===== config.mk =====
export PLATFORM = sky130hd
export DESIGN_NAME = pli_cell
export DESIGN_NICKNAME = d
export VERILOG_FILES = /design/src/rtl/pli_pkg.sv /design/src/rtl/pli_cell.sv
export SDC_FILE = /design/constraint.sdc
export NUM_CORES = 1
export LEC_CHECK = 0
export ABC_AREA = 0
export BUFFER_PORTS_ARGS = -buffer_cell sky130_fd_sc_hd__buf_4
export CELL_PAD_IN_SITES_DETAIL_PLACEMENT = 2
export CELL_PAD_IN_SITES_GLOBAL_PLACEMENT = 2
export CORE_MARGIN = 2
export CORE_UTILIZATION = 28
export CTS_CLUSTER_SIZE = 40
export DETAILED_ROUTE_END_ITERATION = 16
export PLACE_DENSITY_LB_ADDON = 0.1
export SLEW_MARGIN = 0
export SYNTH_ARGS = -nofsm -noshare
export SYNTH_HDL_FRONTEND = slang
export SYNTH_SLANG_ARGS = --single-unit

===== constraint.sdc =====
create_clock -name clk -period 7.3 [get_ports clk]
set_input_delay 1.095 -clock clk [delete_from_list [all_inputs] [get_ports clk]]
set_output_delay 1.095 -clock clk [all_outputs]
set_load 0.02 [all_outputs]

===== src/rtl/pli_pkg.sv =====
package pli_pkg;

	localparam int CAPACITY = 64;
	localparam int POS_W    = 7;
	localparam int WORD_W   = 32;
	localparam int COUNT_W  = 7;

	typedef enum logic [1:0] {
		CMD_INSERT = 2'd0,
		CMD_DELETE = 2'd1,
		CMD_CLEAR  = 2'd2
	} cmd_t;

	typedef enum logic [1:0] {
		STATUS_OK      = 2'd0,
		STATUS_BAD_POS = 2'd1,
		STATUS_FULL    = 2'd2
	} status_t;

	typedef enum logic [1:0] {
		OP_HOLD   = 2'd0,
		OP_INSERT = 2'd1,
		OP_DELETE = 2'd2
	} op_t;

	typedef struct packed {
		op_t              op;
		logic [POS_W-1:0] slot;
	} cell_ctl_t;

endpackage


===== src/rtl/pli_cell.sv =====
module pli_cell #(
	parameter int IDX = 0
) (
	input  logic                        clk,
	input  pli_pkg::cell_ctl_t          ctl,
	input  logic [pli_pkg::WORD_W-1:0]  value,
	input  logic [pli_pkg::WORD_W-1:0]  left,
	input  logic [pli_pkg::WORD_W-1:0]  right,
	output logic [pli_pkg::WORD_W-1:0]  word,
	output logic [pli_pkg::WORD_W-1:0]  tap
);

	localparam logic [31:0] IDX_V = 32'(IDX);

	logic [pli_pkg::WORD_W-1:0] word_q;
	logic [pli_pkg::WORD_W-1:0] tap_q;
	logic [31:0]                slot_v;
	logic                       at_slot;
	logic                       past_slot;

	assign slot_v    = 32'(ctl.slot);
	assign at_slot   = IDX_V == slot_v;
	assign past_slot = IDX_V > slot_v;

	always_ff @(posedge clk) begin
		unique case (ctl.op)
			pli_pkg::OP_INSERT: begin
				if (at_slot) begin
					word_q <= value;
				end else if (past_slot) begin
					word_q <= left;
				end
			end
			pli_pkg::OP_DELETE: begin
				if (at_slot || past_slot) begin
					word_q <= right;
				end
			end
			default: begin
			end
		endcase
	end

	always_ff @(posedge clk) begin
		if (ctl.op != pli_pkg::OP_HOLD) begin
			tap_q <= (ctl.op == pli_pkg::OP_DELETE && at_slot) ? word_q : '0;
		end
	end

	assign word = word_q;
	assign tap  = tap_q;

endmodule


### After elaboration in Yosys (flattened, before gate mapping)

Index checks and enable logic that the tools add are counted.

* add/subtract/negate cells: 0
* $mul: 0
* divide/modulo/power cells: 0
* magnitude comparators: 1
* equality and inequality tests: 4
* shift operators: 0
* muxes and demuxes: 4
* bitwise operators: 0
* reductions and logical operators: 6

Operators with widths (count)
* $mux W32: 3
* $pmux W32 S2: 1
* $logic_not A32 Y1: 1
* $gt A1 B7 Y1 const A: 1
* $reduce_bool A2 Y1: 2
* $ne A3 B3 Y1 const B: 1
* $reduce_and A3 Y1: 1
* $eq A2 B1 Y1 const B: 1
* $eq A2 B2 Y1 const B: 1
* $ne A2 B2 Y1 const B: 1
* $logic_and A1 B1 Y1: 1
* $logic_or A1 B1 Y1: 1

* register bits: 64
* latch bits: 0
* bits in writable memories: 0
* bits in read-only memories: 0
* output and inout port bits: 64
* memories kept: 0

### Logic depth before layout (Yosys ltp)

Gate-level depths: netlist (run 1).

* word-level depth: 4
* mapped depth: 5

### Worst setup path before layout (run 1)

Ideal clock, no wire load.

* path kind: input to register
* start point: input ctl[4] (netlist name)
* end point: register word_q, in the netlist word[0], enable pin
* setup time: 0.432 ns
* data arrival time: 3.750 ns
* data required time: 6.868 ns
* slack: 3.118 ns
* cell stages on the path: 5
* path buffers: 2
* cells stage by stage: or4_4 -> buf_6 -> or2_4 -> buf_6 -> a21oi_1

* word-level cells in the longest chain between the ends: 4

Ends and longest elaborated chain
* from (decl): line pli_cell.sv:5 `input pli_pkg::cell_ctl_t ctl,`
* $gt A1 B7 Y1 / $logic_not A32 Y1 (equally long branches): line pli_cell.sv:23, pli_cell.sv:22
* $logic_or A1 B1 Y1: line pli_cell.sv:35 `if (at_slot || past_slot) begin`
* $ne A2 B2 Y1 (no line)
* $reduce_and A3 Y1 (no line) *
* to (signal assigned): line pli_cell.sv:29 `word_q <= value;`
* to (signal assigned): line pli_cell.sv:31 `word_q <= left;`
* to (signal assigned): line pli_cell.sv:36 `word_q <= right;`
* to (decl): line pli_cell.sv:15 `logic [pli_pkg::WORD_W-1:0] word_q;`

Mark *: on every way between the ends. The rest lies on a longest branch, timed or not.
A chain may end at the register's enable or synchronous reset.

### Final worst setup path (run 1)

* start point: input ctl[4] (netlist name)
* end point: register word_q, in the netlist word[21], enable pin

The elaborated chain is that of the path after synthesis.

==> impl_metrics.tcl, run 1 <==
set metrics [dict create \
    die_area_um2 12100 \
    reg2reg_from "word[14]" \
    nFillCells 1158 \
    grt_max_degree 54 \
    grt_antenna_before_repair 0 \
    ys.flop_type "edfxtp_1" \
    cts.clk_slew.worst_paths_ps 80 \
    fin_nets 524 \
    crit_fanout 34 \
    synth_top_area_cell "edfxtp_1" \
    cts_resized 0 \
    numCtsBuffers 9 \
    switching_share_pct 25.3 \
    antennaDiodeCount 0 \
    ys_ff_latch 64 \
    worst_r2r_path_depth 1 \
    skew_ps 7.37 \
    async_flop_share_pct 0 \
    slew_violations 0 \
    synth_top_area_share_pct 61.0 \
    ys_seq_area_share_pct 61.0 \
    viasPerCell 4.96 \
    dp_hpwl_um 8240 \
    max_freq_mhz 295 \
    synthAdderAreaFrac_pct 0 \
    cts_hold_buf 0 \
    rows 38 \
    ys_warn_count 0 \
    rsz0062_at_grt "no" \
    synth_most_common_cell "edfxtp_1" \
    synth-compound-area-share_pct 19.9 \
    gp_congestion 0.765 \
    synthTopCellsByArea "edfxtp_1 61%, o211ai_2 7.5%, and3_1 6.4%, o211ai_1 5.0%, nand2_1 4.8%" \
    r2r_slack_ps 6430 \
    ir_drop_v 0.0000737 \
    cp.required_ps 7260 \
    initial_utilization_pct 28.9 \
    clock_sinks 64 \
    multiInputGateArea_um2 1120 \
    track_usage_pct 19.0 \
    seq_area_um2 1920 \
    power.total_uw 847 \
    reg2reg_to "tap[14]" \
    p_per_area_nw_per_um2 180 \
    synth-edff-count 64 \
    area_growth_pct 49.1 \
    synth-simple-area-share_pct 14.7 \
    cts_setup_buffers 0 \
    grt_pass1_vias 3105 \
    drive_above_1_share_pct 50.6 \
    tightest_slew_ps 1230 \
    cts_tree "built" \
    synth_xor_xnor_area_share_pct 0 \
    syn_inst 265 \
    path_class "input pin to flop" \
    fin_crit_ps 3390 \
    p_switching_uw 214 \
    avgSynthCellArea_um2 11.9 \
    wl_per_cell_um 20.3 \
    timing.hold.ws_ps 588 \
    num_io_pins 170 \
    grt_pass1_wl_um 16800 \
    final_util_pct 43.1 \
    power_frac_seq_pct 49.1 \
    drtIter0Drc 95 \
    clk_latency_ps 350 \
    gr-total-overflow 0 \
    hold_class "flop to flop" \
    worstSetupEndpointType "flop" \
    run_status "completed" \
    maxCapViolCount 0 \
    die_h_um 110 \
    fin_setup_tns_ps 0 \
    dr_total_vias 2792 \
    clk_path_buf_depth 2 \
    ant_nets 0 \
    portBuffers 169 \
    die_w_um 110 \
    cp-start-kind "input pin" \
    syn_nets 371 \
    crit_arrival_ps 3350 \
    cts-htree-levels 3 \
    critical_path.endpoint "word[21]" \
    finalHoldViolations 0 \
    yosysUniqueCellTypes 21 \
    routed_wl_um 11400 \
    finalSetupViolCount 0 \
    fin_crit_sh_pct 46.4 \
    relSlewSlack_pct 17.3 \
    leakagePower_uw 0.00207 \
    cts_root_buf "clkbuf_8" \
    synth_top_family_by_area "compound AO/OA/AOI/OAI gates" \
    firstDrtPassIters 4 \
    synth_common_cells "64 x edfxtp_1, 40 x nand2_1, 32 x and3_1" \
    intPower_uw 632 \
    synth_area_um2 3150 \
    crit_start "ctl[4]" \
    core_um2 10900 \
    combPwrFrac_pct 14.6 \
    pwr-share-clk_pct 36.3 \
    muxShareOfSynthArea_pct 0 \
    route.detailed.drc 0 \
]
==> power groups by stage <==
| stage | Combinational [uW] | Clock [uW] | Sequential (uW) |
|---|---|---|---|
| floorplan | 43.3 | 0 | 434 |
| global placement | 122 | 0 | 423 |
| detailed placement | 124 | 0 | 424 |
| CTS | 125 | 312 | 416 |
| global route | 136 | 326 | 416 |
| finish | 124 | 307 | 416 |
==> kinds of logic (layout without fill, tap and decap cells) <==
| kind of cell | after synthesis | in the layout |
|---|---|---|
| simple gates | 94 | 94 |
| buf+inv | 30 | 188 |
| flops | 64 | 64 |
| compound gates | 77 | 77 |
==> layout by cell type (no fill, tap or decap), drive strengths merged, types with 9 or more instances in the layout <==
| cell type | count |
|---|---|
| a21oi | 13 |
| nor2 | 14 |
| and3 | 32 |
| buf | 171 |
| o211ai | 40 |
| o21ai | 12 |
| nand2 | 40 |
| clkbuf | 9 |
| edfxtp | 64 |
| a41oi | 12 |
==> worst min-delay path by stage <==
stage                         from  endpoint  slack, ps  cells past startpoint
final                     word[26]   tap[26]        590                      1
after CTS                 word[31]   tap[31]        590                      1
after detailed placement  word[22]   tap[22]        570                      1
after floorplan           word[10]   tap[10]        710                      1
after global placement    word[31]   tap[31]        560                      1
after global routing      word[31]   tap[31]        610                      1
==> routing by layer <==
layer	GRT usage, %	up-vias	part of all wire, %
li1	-	1321	-
met1	22.6	1344	40
met3	4.00	20	6.9
met5	0	-	0
met2	32.9	107	50
met4	8.59	0	2.5
==> through the flow <==
step                instances  setup WS [ps]  area (um^2)
floorplan                 265           3120         3150
global placement          547           3590         4500
detailed placement        547           3540         4500
CTS                       563           3910         4700
global route              563           3780         4700
finish                    563           3910         4700
==> state kept, by name (all words and copies together), names as in the netlist <==
name	count
tap	32
word	32
==> critical path, cell delays in order <==
cell and delay, ps:
buf_4 120, or4_4 730, or2_4 480, a21oi_4 880
==> final cells by class <==
| class | count | area share [%] |
|---|---|---|
| clock inverters | 7 | 1.55 |
| multi-input cells | 171 | 23.8 |
| flip-flops and latches | 64 | 40.9 |
| inverters | 1 | 0.0799 |
| repair buffers | 171 | 27.3 |
| clock buffers | 9 | 2.64 |
| well taps | 140 | 3.73 |
Note: power is estimated with default switching activity, not from simulation.
==> inputs of run 2 (changes only) <==
- CORE_UTILIZATION: 28 -> 24
- clock period: 7.3 -> 3 ns (I/O delays scaled with it)
==> run 2 against run 1 <==
Core utilization fell by 4.4 points. Clock skew decreased by 2.2 ps. Cell area is 4.9% higher. Setup slack got worse by 3000 ps. Final cell count increased by 6.6%. Sequential share of layout area fell by 1.9 points. Clock power rose to 3.6 times the previous value. First-iteration DRC count rose by 59%. Combinational power increased by 150%. Die area is 16% higher. Register-to-register slack lost 4300 ps. Non-clock buffer count is 5 higher.
==> impl_metrics.tcl, run 2 (synthesized netlist as in run 1, its figures left out) <==
set metrics [dict create \
    final_cells 600 \
    switching_share_pct 22.2 \
    leakagePower_uw 0.00216 \
    dp_hpwl_um 8390 \
    run_status "completed" \
    finalWorstSetupSlack_ps 916 \
    slew_violations 0 \
    fin_area_um2 4930 \
    numCtsBuffers 9 \
    finalHoldViolations 0 \
    track_usage_pct 16.8 \
    cts_hold_buf 0 \
    critPathMaxStageDelay_ps 530 \
    clock_sinks 64 \
    max_freq_mhz 480 \
    clk_latency_ps 330 \
    intPower_uw 1880 \
    maxCapViolCount 0 \
    skew_ps 5.17 \
    path_class "input pin to flop" \
    die_h_um 119 \
    reg2reg_from "word[14]" \
    place_ws_ps 561 \
    crit_start "ctl[4]" \
    r2r_slack_ps 2150 \
    die_w_um 119 \
    die_area_um2 14100 \
    grt_pass1_vias 3138 \
    num_io_pins 170 \
    final_cell_mix "173 x buf_4, 64 x edfxtp_1, 40 x nand2_1" \
    layout_commonest_cell "buf_4" \
    wl_per_cell_um 19.3 \
    drtIter0Drc 151 \
    core_um2 12700 \
    dpl_cell_area_um2 4620 \
    clk_path_buf_depth 2 \
    crit_path_cell_trace "buf_4, or4_4, or2_4, a21oi_4, buf_12" \
    grt_pass1_wl_um 18000 \
    power_frac_seq_pct 41.8 \
    pwr-share-clk_pct 45.5 \
    cts_tree "built" \
    initial_utilization_pct 24.8 \
    cts_setup_buffers 0 \
    viasPerCell 4.74 \
    finalSetupViolCount 0 \
    ir_drop_v 0.000253 \
    holdPathStages 3 \
    tightest_slew_ps 854 \
    nFillCells 1425 \
    relSlewSlack_pct 42.9 \
    gp_congestion 0.757 \
    hold_class "input pin to flop" \
    dr_total_vias 2841 \
    cts_root_buf "clkbuf_16" \
    reg2reg_to "tap[14]" \
    crit_arrival_ps 2110 \
    crit_fanout 25 \
    fin_setup_tns_ps 0 \
    grt_max_degree 53 \
    worstSetupEndpointType "flop" \
    critical_path.endpoint "word[14]" \
    firstDrtPassIters 4 \
    rows 41 \
    rsz0062_at_grt "no" \
    cp-start-kind "input pin" \
    cts-htree-levels 3 \
    grt_antenna_before_repair 0 \
    final_util_pct 38.7 \
    cts_resized 0 \
    route.detailed.drc 0 \
    place_inst 584 \
    area_growth_pct 56.5 \
    combPwrFrac_pct 12.7 \
    cts.clk_slew.worst_paths_ps 50 \
    fin_crit_sh_pct 69.5 \
    fin_nets 529 \
    routed_wl_um 11600 \
    worst_r2r_path_depth 1 \
    p_per_area_nw_per_um2 492 \
    portBuffers 169 \
    p_switching_uw 538 \
    antennaDiodeCount 0 \
    ant_nets 0 \
    critPathSlowestCell "or4_4" \
    cp.required_ps 3030 \
    drive_above_1_share_pct 50.7 \
    fin_crit_ps 2080 \
    gr-total-overflow 0 \
]
-- run 2: cell types whose count changed in the layout (fill, tap and decap cells not counted), sizes merged --
cell      previous run  this run
clkinv               4         3
bufinv               1         2
clkinvlp             2         0
buf                171       176
clkbuf               9        10
inv                  1         2
-- run 2: power by group through the flow --
stage / registers [uW] / clock network (uW) / logic, uW
global route: 1010 / 1170 / 338
global placement: 1030 / 0 / 306
finish: 1010 / 1100 / 308
CTS: 1010 / 1120 / 313
detailed placement: 1030 / 0 / 311
floorplan: 1060 / 0 / 106
-- run 2: per-layer routing --
| metal | part of all wire (%) | global-route usage [%] | routed length (um) |
|---|---|---|---|
| met5 | 0 | 0 | 0 |
| met4 | 1.3 | 5.28 | 156 |
| met3 | 7.6 | 5.55 | 877 |
| met2 | 50 | 28.6 | 5770 |
| met1 | 41 | 19.9 | 4790 |
-- run 2: layout make-up --
| cell class | instances | area (um^2) | area share, % |
|---|---|---|---|
| Multi-Input combinational cell | 171 | 1120 | 22.7 |
| Inverter | 1 | 3.75 | 0.0762 |
| Tap cell | 172 | 215 | 4.37 |
| Sequential cell | 64 | 1920 | 39.0 |
| Clock inverter | 6 | 82.6 | 1.68 |
| Clock buffer | 10 | 229 | 4.65 |
| Timing Repair Buffer | 176 | 1360 | 27.6 |
-- run 2: metrics by stage --
step                      hold WS, ps  power [uW]
after floorplan                   656        1160
after global placement            561        1340
after detailed placement          572        1340
after CTS                         412        2440
after global routing              424        2520
final                             416        2420
-- run 2: critical path: cells and delay by family --
family,cells,cell delay (ps)
AND/OR/NAND/NOR,2,940
buffers and inverters,2,360
AO/OA/AOI/OAI,1,340
-- run 2: how the worst min path moves through the flow --
stage / startpoint / end / slack [ps]
after floorplan: right[11] / word[11] / 660
after global placement: word[17] / tap[17] / 560
after detailed placement: word[13] / tap[13] / 570
after CTS: right[24] / word[24] / 410
after global routing: right[5] / word[5] / 420
final: right[24] / word[24] / 420
